**src/sv/lc3_pkg.sv**
```systemverilog
// Shared types and constants for the LC-3 instruction executor.
`timescale 1ns / 1ps
package lc3_pkg;

  localparam int unsigned MemWords = 65536;
  localparam int unsigned MemAw = $clog2(MemWords);

  typedef enum logic [1:0] {
    CMD_WRITE = 2'd0,
    CMD_SETPC = 2'd1,
    CMD_STEP  = 2'd2,
    CMD_NOP   = 2'd3
  } cmd_e;

  typedef enum logic [1:0] {
    ST_RUN  = 2'd0,
    ST_HALT = 2'd1,
    ST_ERR  = 2'd2,
    ST_UNUSED = 2'd3
  } stop_e;

  localparam logic [3:0] OpBr   = 4'h0;
  localparam logic [3:0] OpAdd  = 4'h1;
  localparam logic [3:0] OpLd   = 4'h2;
  localparam logic [3:0] OpSt   = 4'h3;
  localparam logic [3:0] OpJsr  = 4'h4;
  localparam logic [3:0] OpAnd  = 4'h5;
  localparam logic [3:0] OpLdr  = 4'h6;
  localparam logic [3:0] OpStr  = 4'h7;
  localparam logic [3:0] OpNot  = 4'h9;
  localparam logic [3:0] OpLdi  = 4'hA;
  localparam logic [3:0] OpSti  = 4'hB;
  localparam logic [3:0] OpJmp  = 4'hC;
  localparam logic [3:0] OpLea  = 4'hE;
  localparam logic [3:0] OpTrap = 4'hF;

  localparam logic [7:0] TrapGetc = 8'h20;
  localparam logic [7:0] TrapOut  = 8'h21;
  localparam logic [7:0] TrapPuts = 8'h22;
  localparam logic [7:0] TrapIn   = 8'h23;
  localparam logic [7:0] TrapHalt = 8'h25;

  // Memory address source selected by the controller.
  typedef enum logic [1:0] {
    AS_PC   = 2'd0,
    AS_EA   = 2'd1,
    AS_MDR  = 2'd2,
    AS_CUR  = 2'd3
  } asel_e;

  // Controller to datapath commands.
  typedef struct packed {
    logic  load_in;
    logic  mem_rd;
    logic  mem_wr;
    logic  wr_host;
    asel_e asel;
    logic  load_ir;
    logic  exec;
    logic  ld_finish;
    logic  puts_step;
    logic  result;
  } dp_cmd_t;

  // Datapath to controller status.
  typedef struct packed {
    cmd_e       cmd;
    logic       stopped;
    logic       str_active;
    logic [3:0] op;
  } dp_stat_t;

endpackage

```
**src/sv/lc3_ctrl.sv**
```systemverilog
// LC-3 controller state machine sequencing memory accesses per transaction.
`timescale 1ns / 1ps
module lc3_ctrl import lc3_pkg::*; (
  input  logic     clk_i,
  input  logic     rst_ni,
  input  logic     start_i,
  output logic     busy_o,
  output logic     done_o,
  output dp_cmd_t  cmd_o,
  input  dp_stat_t stat_i
);

  typedef enum logic [3:0] {
    S_IDLE, S_DISP, S_FETCH, S_DEC, S_EXEC, S_IND, S_DATA, S_LDW, S_PUTS, S_DONE
  } state_e;

  state_e state_q;
  logic   busy_q, done_q;
  logic   is_ld, is_st, is_ind;

  assign is_ld  = stat_i.op == OpLd || stat_i.op == OpLdr || stat_i.op == OpLdi;
  assign is_st  = stat_i.op == OpSt || stat_i.op == OpStr || stat_i.op == OpSti;
  assign is_ind = stat_i.op == OpLdi || stat_i.op == OpSti;

  always_comb begin
    cmd_o = '0;
    cmd_o.asel = AS_PC;
    cmd_o.load_in = start_i && !busy_q;
    case (state_q)
      S_DISP: begin
        if (stat_i.cmd == CMD_WRITE) begin
          cmd_o.mem_wr = 1'b1;
          cmd_o.wr_host = 1'b1;
        end else if (stat_i.cmd == CMD_STEP && !stat_i.stopped) begin
          cmd_o.mem_rd = 1'b1;
          cmd_o.asel = stat_i.str_active ? AS_CUR : AS_PC;
        end
      end
      S_FETCH: cmd_o.load_ir = 1'b1;
      S_EXEC:  cmd_o.exec = 1'b1;
      S_IND: begin
        cmd_o.mem_rd = 1'b1;
        cmd_o.asel = AS_EA;
      end
      S_DATA: begin
        cmd_o.asel = is_ind ? AS_MDR : AS_EA;
        cmd_o.mem_rd = is_ld;
        cmd_o.mem_wr = is_st;
      end
      S_LDW:  cmd_o.ld_finish = 1'b1;
      S_PUTS: cmd_o.puts_step = 1'b1;
      S_DONE: cmd_o.result = 1'b1;
      default: ;
    endcase
  end

  always_ff @(posedge clk_i or negedge rst_ni) begin
    if (!rst_ni) begin
      state_q <= S_IDLE;
      busy_q <= 1'b0;
      done_q <= 1'b0;
    end else begin
      done_q <= 1'b0;
      case (state_q)
        S_IDLE: if (start_i) begin
          state_q <= S_DISP;
          busy_q <= 1'b1;
        end
        S_DISP: begin
          if (stat_i.cmd == CMD_STEP && !stat_i.stopped)
            state_q <= stat_i.str_active ? S_PUTS : S_FETCH;
          else state_q <= S_DONE;
        end
        S_FETCH: state_q <= S_DEC;
        S_DEC:   state_q <= S_EXEC;
        S_EXEC: begin
          if (is_ind) state_q <= S_IND;
          else if (is_ld || is_st) state_q <= S_DATA;
          else state_q <= S_DONE;
        end
        S_IND:  state_q <= S_DATA;
        S_DATA: state_q <= is_ld ? S_LDW : S_DONE;
        S_LDW:  state_q <= S_DONE;
        S_PUTS: state_q <= S_DONE;
        S_DONE: begin
          state_q <= S_IDLE;
          busy_q <= 1'b0;
          done_q <= 1'b1;
        end
        default: state_q <= S_IDLE;
      endcase
    end
  end

  assign busy_o = busy_q;
  assign done_o = done_q;

  a_busy_idle: assert property (@(posedge clk_i) disable iff (!rst_ni)
    (state_q == S_IDLE) |-> !busy_q) else $error("busy while idle");
  a_done_once: assert property (@(posedge clk_i) disable iff (!rst_ni)
    done_q |=> !done_q) else $error("double result strobe");
  a_accept_done: assert property (@(posedge clk_i) disable iff (!rst_ni)
    (start_i && !busy_q) |=> busy_q) else $error("accept without busy");
endmodule

```
**config.mk**
```make
export PLATFORM = sky130hd
export DESIGN_NAME = lc3_ctrl
export DESIGN_NICKNAME = d
export VERILOG_FILES = /design/src/sv/lc3_pkg.sv /design/src/sv/lc3_ctrl.sv
export SDC_FILE = /design/constraint.sdc
export NUM_CORES = 1
export LEC_CHECK = 0
export BUFFER_PORTS_ARGS = -buffer_cell sky130_fd_sc_hd__buf_4
export CAP_MARGIN = 20
export CELL_PAD_IN_SITES_DETAIL_PLACEMENT = 1
export CELL_PAD_IN_SITES_GLOBAL_PLACEMENT = 2
export CORE_AREA = 2 2 58 43
export DETAILED_ROUTE_END_ITERATION = 6
export DIE_AREA = 0 0 60 45
export PLACE_DENSITY = 0.77
export RECOVER_POWER = 50
export SLEW_MARGIN = 20
export SYNTH_ARGS = -nofsm -noshare
export SYNTH_HDL_FRONTEND = slang
export SYNTH_SLANG_ARGS = --single-unit
```
**constraint.sdc**
```tcl
create_clock -name clk_i -period 3.7 [get_ports clk_i]
set_input_delay 0.74 -clock clk_i [delete_from_list [all_inputs] [get_ports clk_i]]
set_output_delay 0.74 -clock clk_i [all_outputs]
set_load 0.01 [all_outputs]
```
Word level (Yosys, flattened, before mapping)
Index checks and enable logic that the tools add are counted.
- register bits: 6
- input bits: 11
- output and inout port bits: 13
- word-level logic and storage cells: 60
- equal/unequal tests: 17
- mux-type cells: 25
- reductions and logical operators: 15
- operators by type and width (operator ; number):
    $pmux 4 s8 ; 1
    $eq 4x3->1 const B ; 6
    $mux 4 ; 6
    $eq 4x2->1 const B ; 4
    $eq 4x4->1 const B ; 4
    $mux 2 ; 5
    $mux 1 ; 9
    $logic_or 1x1->1 ; 6
    $pmux 2 s3 ; 1
    $eq 4x1->1 const B ; 1
    $logic_not 4->1 ; 1
    $pmux 1 s2 ; 2
    $pmux 1 s3 ; 1
    $eq 2x2->1 const B ; 1
    $logic_and 1x1->1 ; 2
    $logic_not 1->1 ; 2
    $logic_not 2->1 ; 1
    $ne 2x2->1 const B ; 1
    $reduce_and 2->1 ; 1
    $reduce_bool 2->1 ; 1
    $reduce_or 2->1 ; 1

Longest topological paths before layout
Gate-level depths: netlist of run 1.
- depth in word-level cells: 7
- mapped depth: 5
- gate-level depth less buffers: 3

Worst setup path after synthesis of run 1
No wires, ideal clock.
- path kind: input to output
- start point: input port stat_i[1] in the netlist's numbering
- end point: output port cmd_o[9] in the netlist's numbering
- data arrival time: 1.339 ns
- required time: 2.960 ns
- path slack: 1.621 ns
- stages: 3
- path buffers: 0
- path through: a21boi_1 a31oi_1 o21ai_0
- RTL lines (element ; RTL line ; source):
    start, declared ; lc3_ctrl.sv:10 ; input dp_stat_t stat_i
    end, declared ; lc3_ctrl.sv:9 ; output dp_cmd_t cmd_o,

==> results of run 1 <==
## critical path, delay by kind of cell
family / cells / cell delay [ns]
buffers and inverters: 2 / 0.26
AO/OA/AOI/OAI: 3 / 0.76
## through the flow
stage | hold WS, ns | cell area (um2) | setup slack (ns) | power (mW)
2_1_floorplan | 0.4444 | 535.5 | 1.621 | 0.3212
3_3_place_gp | 0.5501 | 704.4 | 1.314 | 0.3991
3_5_place_dp | 0.5512 | 704.4 | 1.300 | 0.4004
4_1_cts | 0.2865 | 726.9 | 1.278 | 0.4633
5_1_grt | 0.3715 | 711.9 | 0.9994 | 0.4927
6_report | 0.3580 | 711.9 | 1.196 | 0.4457
## state kept, by name (all words and copies together) (netlist names)
register	flops
state_q	4
busy_o	1
done_o	1
## Yosys cell counts (all sizes together)
library cell | n | share of area [%]
o21ai | 7 | 6.5
dfrtp | 6 | 28
nor2 | 6 | 4.2
buf | 5 | 8.2
nand2b | 4 | 4.7
nor2b | 4 | 4.7
inv | 3 | 2.1
nor3b | 3 | 6.1
or2 | 3 | 3.5
nand2 | 2 | 1.4
nor4b | 2 | 6.1
o221ai | 2 | 3.3
a21boi | 1 | 1.4
a21oi | 1 | 0.93
a221o | 1 | 1.9
a31oi | 1 | 1.2
a32o | 1 | 1.9
a41o | 1 | 1.9
and2b | 1 | 1.4
nand3 | 1 | 0.93
nand3b | 1 | 1.4
nor3 | 1 | 0.93
nor4bb | 1 | 1.9
o22ai | 1 | 1.2
o31ai | 1 | 1.4
o32ai | 1 | 1.6
or2b | 1 | 1.4
## area by class of cell
cell class	instances	area, um2
Fill cell	262	1408
Clock buffer	3	22.52
Multi-Input combinational cell	48	330.3
Inverter	3	11.26
Tap cell	32	40.04
Timing Repair Buffer	23	157.7
Sequential cell	6	150.1
## power groups by stage
stage	Clock, mW	Sequential, mW	Combinational (mW)
floorplan	0	0.112	0.209
global route	0.0692	0.154	0.269
detailed placement	0	0.147	0.253
finish	0.0588	0.146	0.241
CTS	0.0626	0.147	0.254
global placement	0	0.149	0.250
## cell families after synthesis
group / Yosys count / synth area share, %
buffers and inverters: 8 / 10.28
flip-flops: 6 / 28.04
AND/OR/NAND/NOR: 30 / 38.55
AO/OA/AOI/OAI: 18 / 23.13
## metal layers
| layer | vias up | track usage [%] | share of wire (%) |
|---|---|---|---|
| met4 | 0 | 2.667 | 0 |
| met5 | - | 0 | 0 |
| met3 | 0 | 5.731 | 7.0 |
| met1 | 231 | 18.25 | 52 |
| li1 | 271 | - | - |
| met2 | 19 | 16.09 | 41 |
## how the worst max path moves through the flow
| stage | start | end | slack [ns] |
|---|---|---|---|
| after floorplan | stat_i[1] | cmd_o[9] | 1.62 |
| after global placement | stat_i[3] | cmd_o[9] | 1.31 |
| after detailed placement | stat_i[3] | cmd_o[9] | 1.30 |
| after CTS | state_q[1] | cmd_o[8] | 1.28 |
| after global routing | stat_i[3] | cmd_o[9] | 1.0 |
| final | stat_i[3] | cmd_o[9] | 1.20 |
==> flow_summary.ini, run 1 <==
[logic_synthesis]
synth_area_per_cell_um2 = 8.637
synth_fp_nets = 73
synth_area_um2 = 535.5
ys.warnings.count = 0
syn-instance-count = 62
seq_area_frac_synth_pct = 28.04
ys_seq_elements = 6
ys_types = 31

[cts]
cts_tree = built
post_cts_buffers = 0
hold_buffers = 0
cts_resized = 0
cts_buffers = 3
clk_pin_slew_ns = 0.04
ctsRootBufferMaster = clkbuf_4
clk_latency_ns = 0.24
cts_buffer_depth = 2
htree_levels = 1
cts.sinks = 6

[critical_path]
cpPeakStageDelay_ns = 0.38
crit_slowest_cell = a21boi_0
arrival_ns = 1.76
r2r_cells = 3
crit_fanout = 4
regToRegSetupSlack_ns = 2.11
crit_type = primary input to output pin
end_kind = output pin
cp-start-kind = primary input
r2r_start = state_q[2]
path_cells = clkbuf_1 -> a21boi_0 -> a31oi_1 -> o21ai_0 -> buf_4
r2r_end = state_q[0]
cp_data_required_time_ns = 2.96

[sta]
slew_violations = 0
hold_viol_final = 0
fin_crit_ns = 2.504
max_slew_margin_pct = 71.51
tightestPinTransition_ns = 0.4236
setup_viol = 0
fin_setup_tns_ns = 0
max_freq_mhz = 399.3
rsz0062_at_grt = no
fin_crit_sh_pct = 67.68
skew_ns = 0.004277

[power]
p_seq_share_pct = 32.7
p_comb_share_pct = 54.1
sw_frac_of_total_pct = 42.55
clockPowerShare_pct = 13.2
power_switching_mw = 0.1897
leakage_nw = 0.3254
p_int_mw = 0.2561
worst_ir_drop_vdd_v = 0.0002465
p_per_area_nw_per_um2 = 626.1

[layout]
fin_util_pct = 33.59
nets = 96
drive_gt1_share_pct = 32.53
fin_cells = 115
final_common_cell = buf_4
antenna_cells = 0
area_growth_pct = 32.94
final_cell_mix = buf_4 (19), o21ai_0 (7), nor2_1 (6), dfrtp_1 (6)

[floorplan]
ios = 24
rows = 14
die_y_um = 45
fp.dieArea_um2 = 2700
core_um2 = 2120
die_w_um = 60
start_util_pct = 25.27

[global_route]
grt_start_max_net_pins = 14
grt_pass1_vias = 504
grtUsageTotal_pct = 12.34
grt_pass1_wl_um = 2394
grt-ovfl-total = 0
antenna_found_initial = 0

[routing]
vias = 521
viasPerCell = 4.530
drcViolationCount = 0
final_antenna_net_count = 0
drtIter0Drc = 14
finalWirelength_um = 1481
dr.pass1.iters = 4
wl_per_cell_um = 12.88

[placed_design]
gp_congestion = 0.7343
dpl.cell_count = 112
port_buffers = 23
dp_hpwl_um = 1212

[flow_run]
drv_cap = 0

[outcome]
outcome = finished clean

[worst_hold_path]
holdCritPathClass = primary input to async pin
Note: power is estimated with default switching activity, not from simulation.
==> run 2: changes to the inputs <==
--- a/config.mk
+++ b/config.mk
@@ -5,14 +5,15 @@
 export SDC_FILE = /design/constraint.sdc
 export NUM_CORES = 1
 export LEC_CHECK = 0
+export ABC_AREA = 1
 export BUFFER_PORTS_ARGS = -buffer_cell sky130_fd_sc_hd__buf_4
 export CAP_MARGIN = 20
 export CELL_PAD_IN_SITES_DETAIL_PLACEMENT = 1
 export CELL_PAD_IN_SITES_GLOBAL_PLACEMENT = 2
-export CORE_AREA = 2 2 58 43
+export CORE_AREA = 2 2 66 49
 export DETAILED_ROUTE_END_ITERATION = 6
-export DIE_AREA = 0 0 60 45
-export PLACE_DENSITY = 0.77
+export DIE_AREA = 0 0 68 51
+export PLACE_DENSITY = 0.68
 export RECOVER_POWER = 50
 export SLEW_MARGIN = 20
 export SYNTH_ARGS = -nofsm -noshare
==> constraint.sdc (replaced) <==
create_clock -name clk_i -period 2.24 [get_ports clk_i]
set_input_delay 0.448 -clock clk_i [delete_from_list [all_inputs] [get_ports clk_i]]
set_output_delay 0.448 -clock clk_i [all_outputs]
set_load 0.01 [all_outputs]
==> flow_summary.ini, run 2 <==
[layout]
fin_cells = 147
nets = 122
area_growth_pct = 49.87
final_cell_mix = nand2_1 (23), buf_4 (20), nor2_1 (16)
antenna_cells = 0
largest-register = state_q
largest_register_ffs = 4
drive_gt1_share_pct = 26.61
final_common_cell = nand2_1

[critical_path]
crit_type = flip-flop to output pin
crit_buf_inv = 2
path_cells = inv_1 -> nand2_1 -> nor2_4 -> nand3_1 -> o31ai_1 -> buf_4
end_kind = output pin
cp_data_required_time_ns = 1.79
arrival_ns = 1.47
crit_fanout = 6
cpPeakStageDelay_ns = 0.42
crit_slowest_cell = dfrtp_1
cp-start-kind = flip-flop
cp_top_family = simple AND/OR/NAND/NOR gates

[global_route]
grt-ovfl-total = 0
grtUsageMet1_pct = 14.61
grtUsageMet2_pct = 16.18
busiest_layer = met2
antenna_found_initial = 0
met3_usage_pct = 1.982
grt_start_max_net_pins = 7
grtUsageTotal_pct = 10.44
grt_pass1_wl_um = 2780
grt_pass1_vias = 626

[cts]
cts.sinks = 6
clk_latency_ns = 0.22
post_cts_buffers = 0
htree_levels = 1
cts_tree = built
clk_pin_slew_ns = 0.03
hold_buffers = 0
cts_resized = 0
cts_buffers = 3
ctsRootBufferMaster = clkbuf_8
cts_buffer_depth = 2

[sta]
slew_violations = 0
hold_viol_final = 0
skew_ns = 0.001887
fin_crit_sh_pct = 85.54
fin_crit_ns = 1.916
worst_hold_slack_ns = 0.08633
setup_viol = 0
fin_setup_tns_ns = 0
rsz0062_at_grt = no
max_freq_mhz = 521.9
tightestPinTransition_ns = 0.3131
max_slew_margin_pct = 79.05

[placed_design]
dp_hpwl_um = 1399
dpl.cell_count = 144
port_buffers = 23
gp_congestion = 0.7684

[floorplan]
start_util_pct = 16.67
ios = 24
fp.dieArea_um2 = 3468
core_um2 = 2935
die_y_um = 51
die_w_um = 68
rows = 17

[logic_synthesis]
synth_area_per_cell_um2 = 5.894
ys.warnings.count = 0
synth_edf_count = 0
synth_area_um2 = 489.2
yosysMostFrequentCell = nand2_1
ys_types = 16
synth_fp_nets = 94
ys_async_sr_fraction_pct = 100.0
ys.flop_type = dfrtp_1
ys_seq_elements = 6
synth_common_cells = nand2_1 (22), nor2_1 (16), inv_1 (14), nand3_1 (8), dfrtp_1 (6)
seq_area_frac_synth_pct = 30.69
synth_area_leaders = dfrtp_1 (31%), nand2_1 (17%), nor2_1 (12%)
syn-instance-count = 83
yosysTopAreaCell = dfrtp_1
synth_top_area_share_pct = 30.69

[power]
leakage_nw = 0.4178
worst_ir_drop_vdd_v = 0.0001702
p_per_area_nw_per_um2 = 990.1

[routing]
final_antenna_net_count = 0
dr.pass1.iters = 4
drcViolationCount = 0
vias = 592
drtIter0Drc = 19
wl_per_cell_um = 10.86
finalWirelength_um = 1597
viasPerCell = 4.027

[worst_hold_path]
holdCritPathClass = primary input to async pin

[flow_run]
drv_cap = 0

[outcome]
outcome = finished clean
==> run 2: path summary, 6_finish.rpt <==
| check | startpoint | slack (ns) | depth (start not counted) | to |
|---|---|---|---|---|
| min reg2reg | busy_o | 0.55 | 2 | busy_o |
| max reg2reg | state_q[1] | 0.98 | 5 | state_q[1] |
| min | rst_ni | 0.09 | 1 | busy_o |
| max in group asynchronous | rst_ni | 1.92 | 1 | state_q[1] |
| min in group clk_i | start_i | 0.49 | 3 | state_q[0] |
| max | state_q[1] | 0.32 | 6 | cmd_o[6] |
==> run 2: layout make-up <==
cell class	instances	area, um2
Clock buffer	3	41.29
Inverter	16	60.06
Timing Repair Buffer	23	161.4
Multi-Input combinational cell	61	272.8
Fill cell	392	2202
Sequential cell	6	150.1
Tap cell	38	47.55
==> run 2: cells by family (layout without fill, tap and decap cells) <==
family | count (synthesis) | after routing | synth area share, %
simple gates | 53 | 53 | 47.57
buf+inv | 16 | 42 | 12.28
compound gates | 8 | 8 | 9.464
flops | 6 | 6 | 30.69
==> run 2: through the flow <==
stage | setup slack (ns) | utilization [%] | cell area, um2 | total power, mW
final | 0.3238 | 24.98 | 733.2 | 0.7260
after detailed placement | 0.5641 | 24.17 | 709.4 | 0.5991
after CTS | 0.3388 | 25.58 | 750.7 | 0.7625
after global placement | 0.5756 | 24.17 | 709.4 | 0.5889
after global routing | 0.1860 | 24.98 | 733.2 | 0.8010
after floorplan | 0.7973 | - | 489.2 | 0.4267
==> run 2: layer usage <==
metal	up-vias	routed length [um]
li1	308	-
met1	275	810
met2	7	716
met3	2	51
met4	0	19
met5	-	0
==> run 2: power by group <==
group,switching [mW],internal (mW),total (mW)
clock network,0.0424,0.115,0.157
registers,0.0397,0.152,0.192
logic,0.240,0.137,0.377
total,0.322,0.404,0.726
==> run 3: changes to the inputs <==
--- a/config.mk
+++ b/config.mk
@@ -10,10 +10,11 @@
 export CAP_MARGIN = 20
 export CELL_PAD_IN_SITES_DETAIL_PLACEMENT = 1
 export CELL_PAD_IN_SITES_GLOBAL_PLACEMENT = 2
-export CORE_AREA = 2 2 66 49
+export CORE_AREA = 2 2 64 48
+export CTS_BUF_LIST = sky130_fd_sc_hd__clkbuf_8
 export DETAILED_ROUTE_END_ITERATION = 6
-export DIE_AREA = 0 0 68 51
-export PLACE_DENSITY = 0.68
+export DIE_AREA = 0 0 66 50
+export PLACE_DENSITY = 0.71
 export RECOVER_POWER = 50
 export SLEW_MARGIN = 20
 export SYNTH_ARGS = -nofsm -noshare
==> flow_summary.ini, run 3 (synthesis gave the netlist of run 2 again) <==
[power]
worst_ir_drop_vdd_v = 0.0002294
p_per_area_nw_per_um2 = 991.0
p_seq_share_pct = 26.5
clockPowerShare_pct = 21.4
p_comb_share_pct = 52.1
sw_frac_of_total_pct = 44.30
p_int_mw = 0.4034
leakage_nw = 0.4178
power_switching_mw = 0.3208

[sta]
fin_ws_ns = 0.3563
hold_viol_final = 0
tightestPinTransition_ns = 0.3169
setup_viol = 0
max_freq_mhz = 530.9
max_slew_margin_pct = 78.80
fin_crit_ns = 1.884
slew_violations = 0
fin_setup_tns_ns = 0
rsz0062_at_grt = no
fin_crit_sh_pct = 84.09
skew_ns = 0.001236

[layout]
final_common_cell = nand2_1
final_cell_mix = nand2_1 (23), buf_4 (20), nor2_1 (16)
nets = 122
largest-register = state_q
drive_gt1_share_pct = 26.61
largest_register_ffs = 4
antenna_cells = 0
area_growth_pct = 49.36

[routing]
dr.pass1.iters = 3
final_antenna_net_count = 0
drtIter0Drc = 21
finalWirelength_um = 1598
drcViolationCount = 0
wl_per_cell_um = 11.02
viasPerCell = 4.048
vias = 587

[critical_path]
r2r_start = state_q[1]
cp_data_required_time_ns = 1.79
crit_type = flip-flop to output pin
crit_path_start = state_q[1]
crit_fanout = 6
end_kind = output pin
arrival_ns = 1.44
regToRegSetupSlack_ns = 1.03
r2r_cells = 5
cp-start-kind = flip-flop
r2r_end = state_q[2]

[cts]
hold_buffers = 0
cts_buffer_depth = 2
htree_levels = 1
ctsRootBufferMaster = clkbuf_8
cts.sinks = 6
cts_buffers = 3
clk_latency_ns = 0.22
post_cts_buffers = 0
cts_resized = 0
cts_tree = built
clk_pin_slew_ns = 0.03

[floorplan]
die_w_um = 66
rows = 16
start_util_pct = 18.24
ios = 24
fp.dieArea_um2 = 3300
die_y_um = 50
core_um2 = 2683

[global_route]
grt_pass1_wl_um = 2904
grt-ovfl-total = 0
grtUsageTotal_pct = 11.22
antenna_found_initial = 0
grt_pass1_vias = 628
grt_start_max_net_pins = 7

[flow_run]
drv_cap = 0

[placed_design]
port_buffers = 23
gp_congestion = 0.7832
dp_hpwl_um = 1375
place_ws_ns = 0.5733

[outcome]
outcome = finished clean

[worst_hold_path]
holdCritPathClass = primary input to async pin
[run 3: final cells by class]
cell class / count / area (um2)
fill: 363 / 1952
multi-input combinational: 61 / 272.8
timing repair buffer: 23 / 161.4
tap: 36 / 45.04
clock buffer: 3 / 41.29
inverter: 16 / 60.06
sequential: 6 / 150.1
[run 3: routing by layer]
| metal | up-vias | wire [um] | part of all wire (%) | GRT usage, % |
|---|---|---|---|---|
| met5 | - | 0 | 0 | 0 |
| met4 | 0 | 0 | 0 | 2.041 |
| met3 | 0 | 37 | 2.3 | 1.142 |
| met2 | 7 | 774 | 48 | 17.85 |
| met1 | 273 | 786 | 49 | 16.48 |
| li1 | 307 | - | - | - |
[run 3: worst max path at each step]
stage	end	cells past startpoint
detailed placement	cmd_o[6]	8
floorplan	cmd_o[8]	5
global route	cmd_o[6]	6
finish	cmd_o[6]	6
CTS	cmd_o[6]	6
global placement	cmd_o[6]	8
[run 3: power by group through the flow]
| stage | sequential (mW) | clock [mW] | combinational (mW) |
|---|---|---|---|
| floorplan | 0.194 | 0 | 0.233 |
| global placement | 0.191 | 0 | 0.395 |
| detailed placement | 0.193 | 0 | 0.400 |
| CTS | 0.194 | 0.158 | 0.405 |
| global route | 0.198 | 0.166 | 0.436 |
| finish | 0.192 | 0.155 | 0.377 |
[run 3: critical path, cell delays in order, from the launching register on]
cell     delay (ns)
dfrtp_1        0.42
inv_1          0.09
nand2_1        0.12
nor2_4         0.22
nand3_1        0.12
o31ai_1        0.08
buf_4          0.16
[run 3: through the flow]
step	power, mW	util [%]	cell area (um2)	instances	hold WS [ns]
after floorplan	0.4267	-	489.2	83	0.1524
after global placement	0.5859	26.35	706.9	142	0.2556
after detailed placement	0.5936	26.35	706.9	142	0.2558
after CTS	0.7567	27.89	748.2	145	0.02833
after global routing	0.7994	27.24	730.7	145	0.1146
final	0.7242	27.24	730.7	145	0.08643
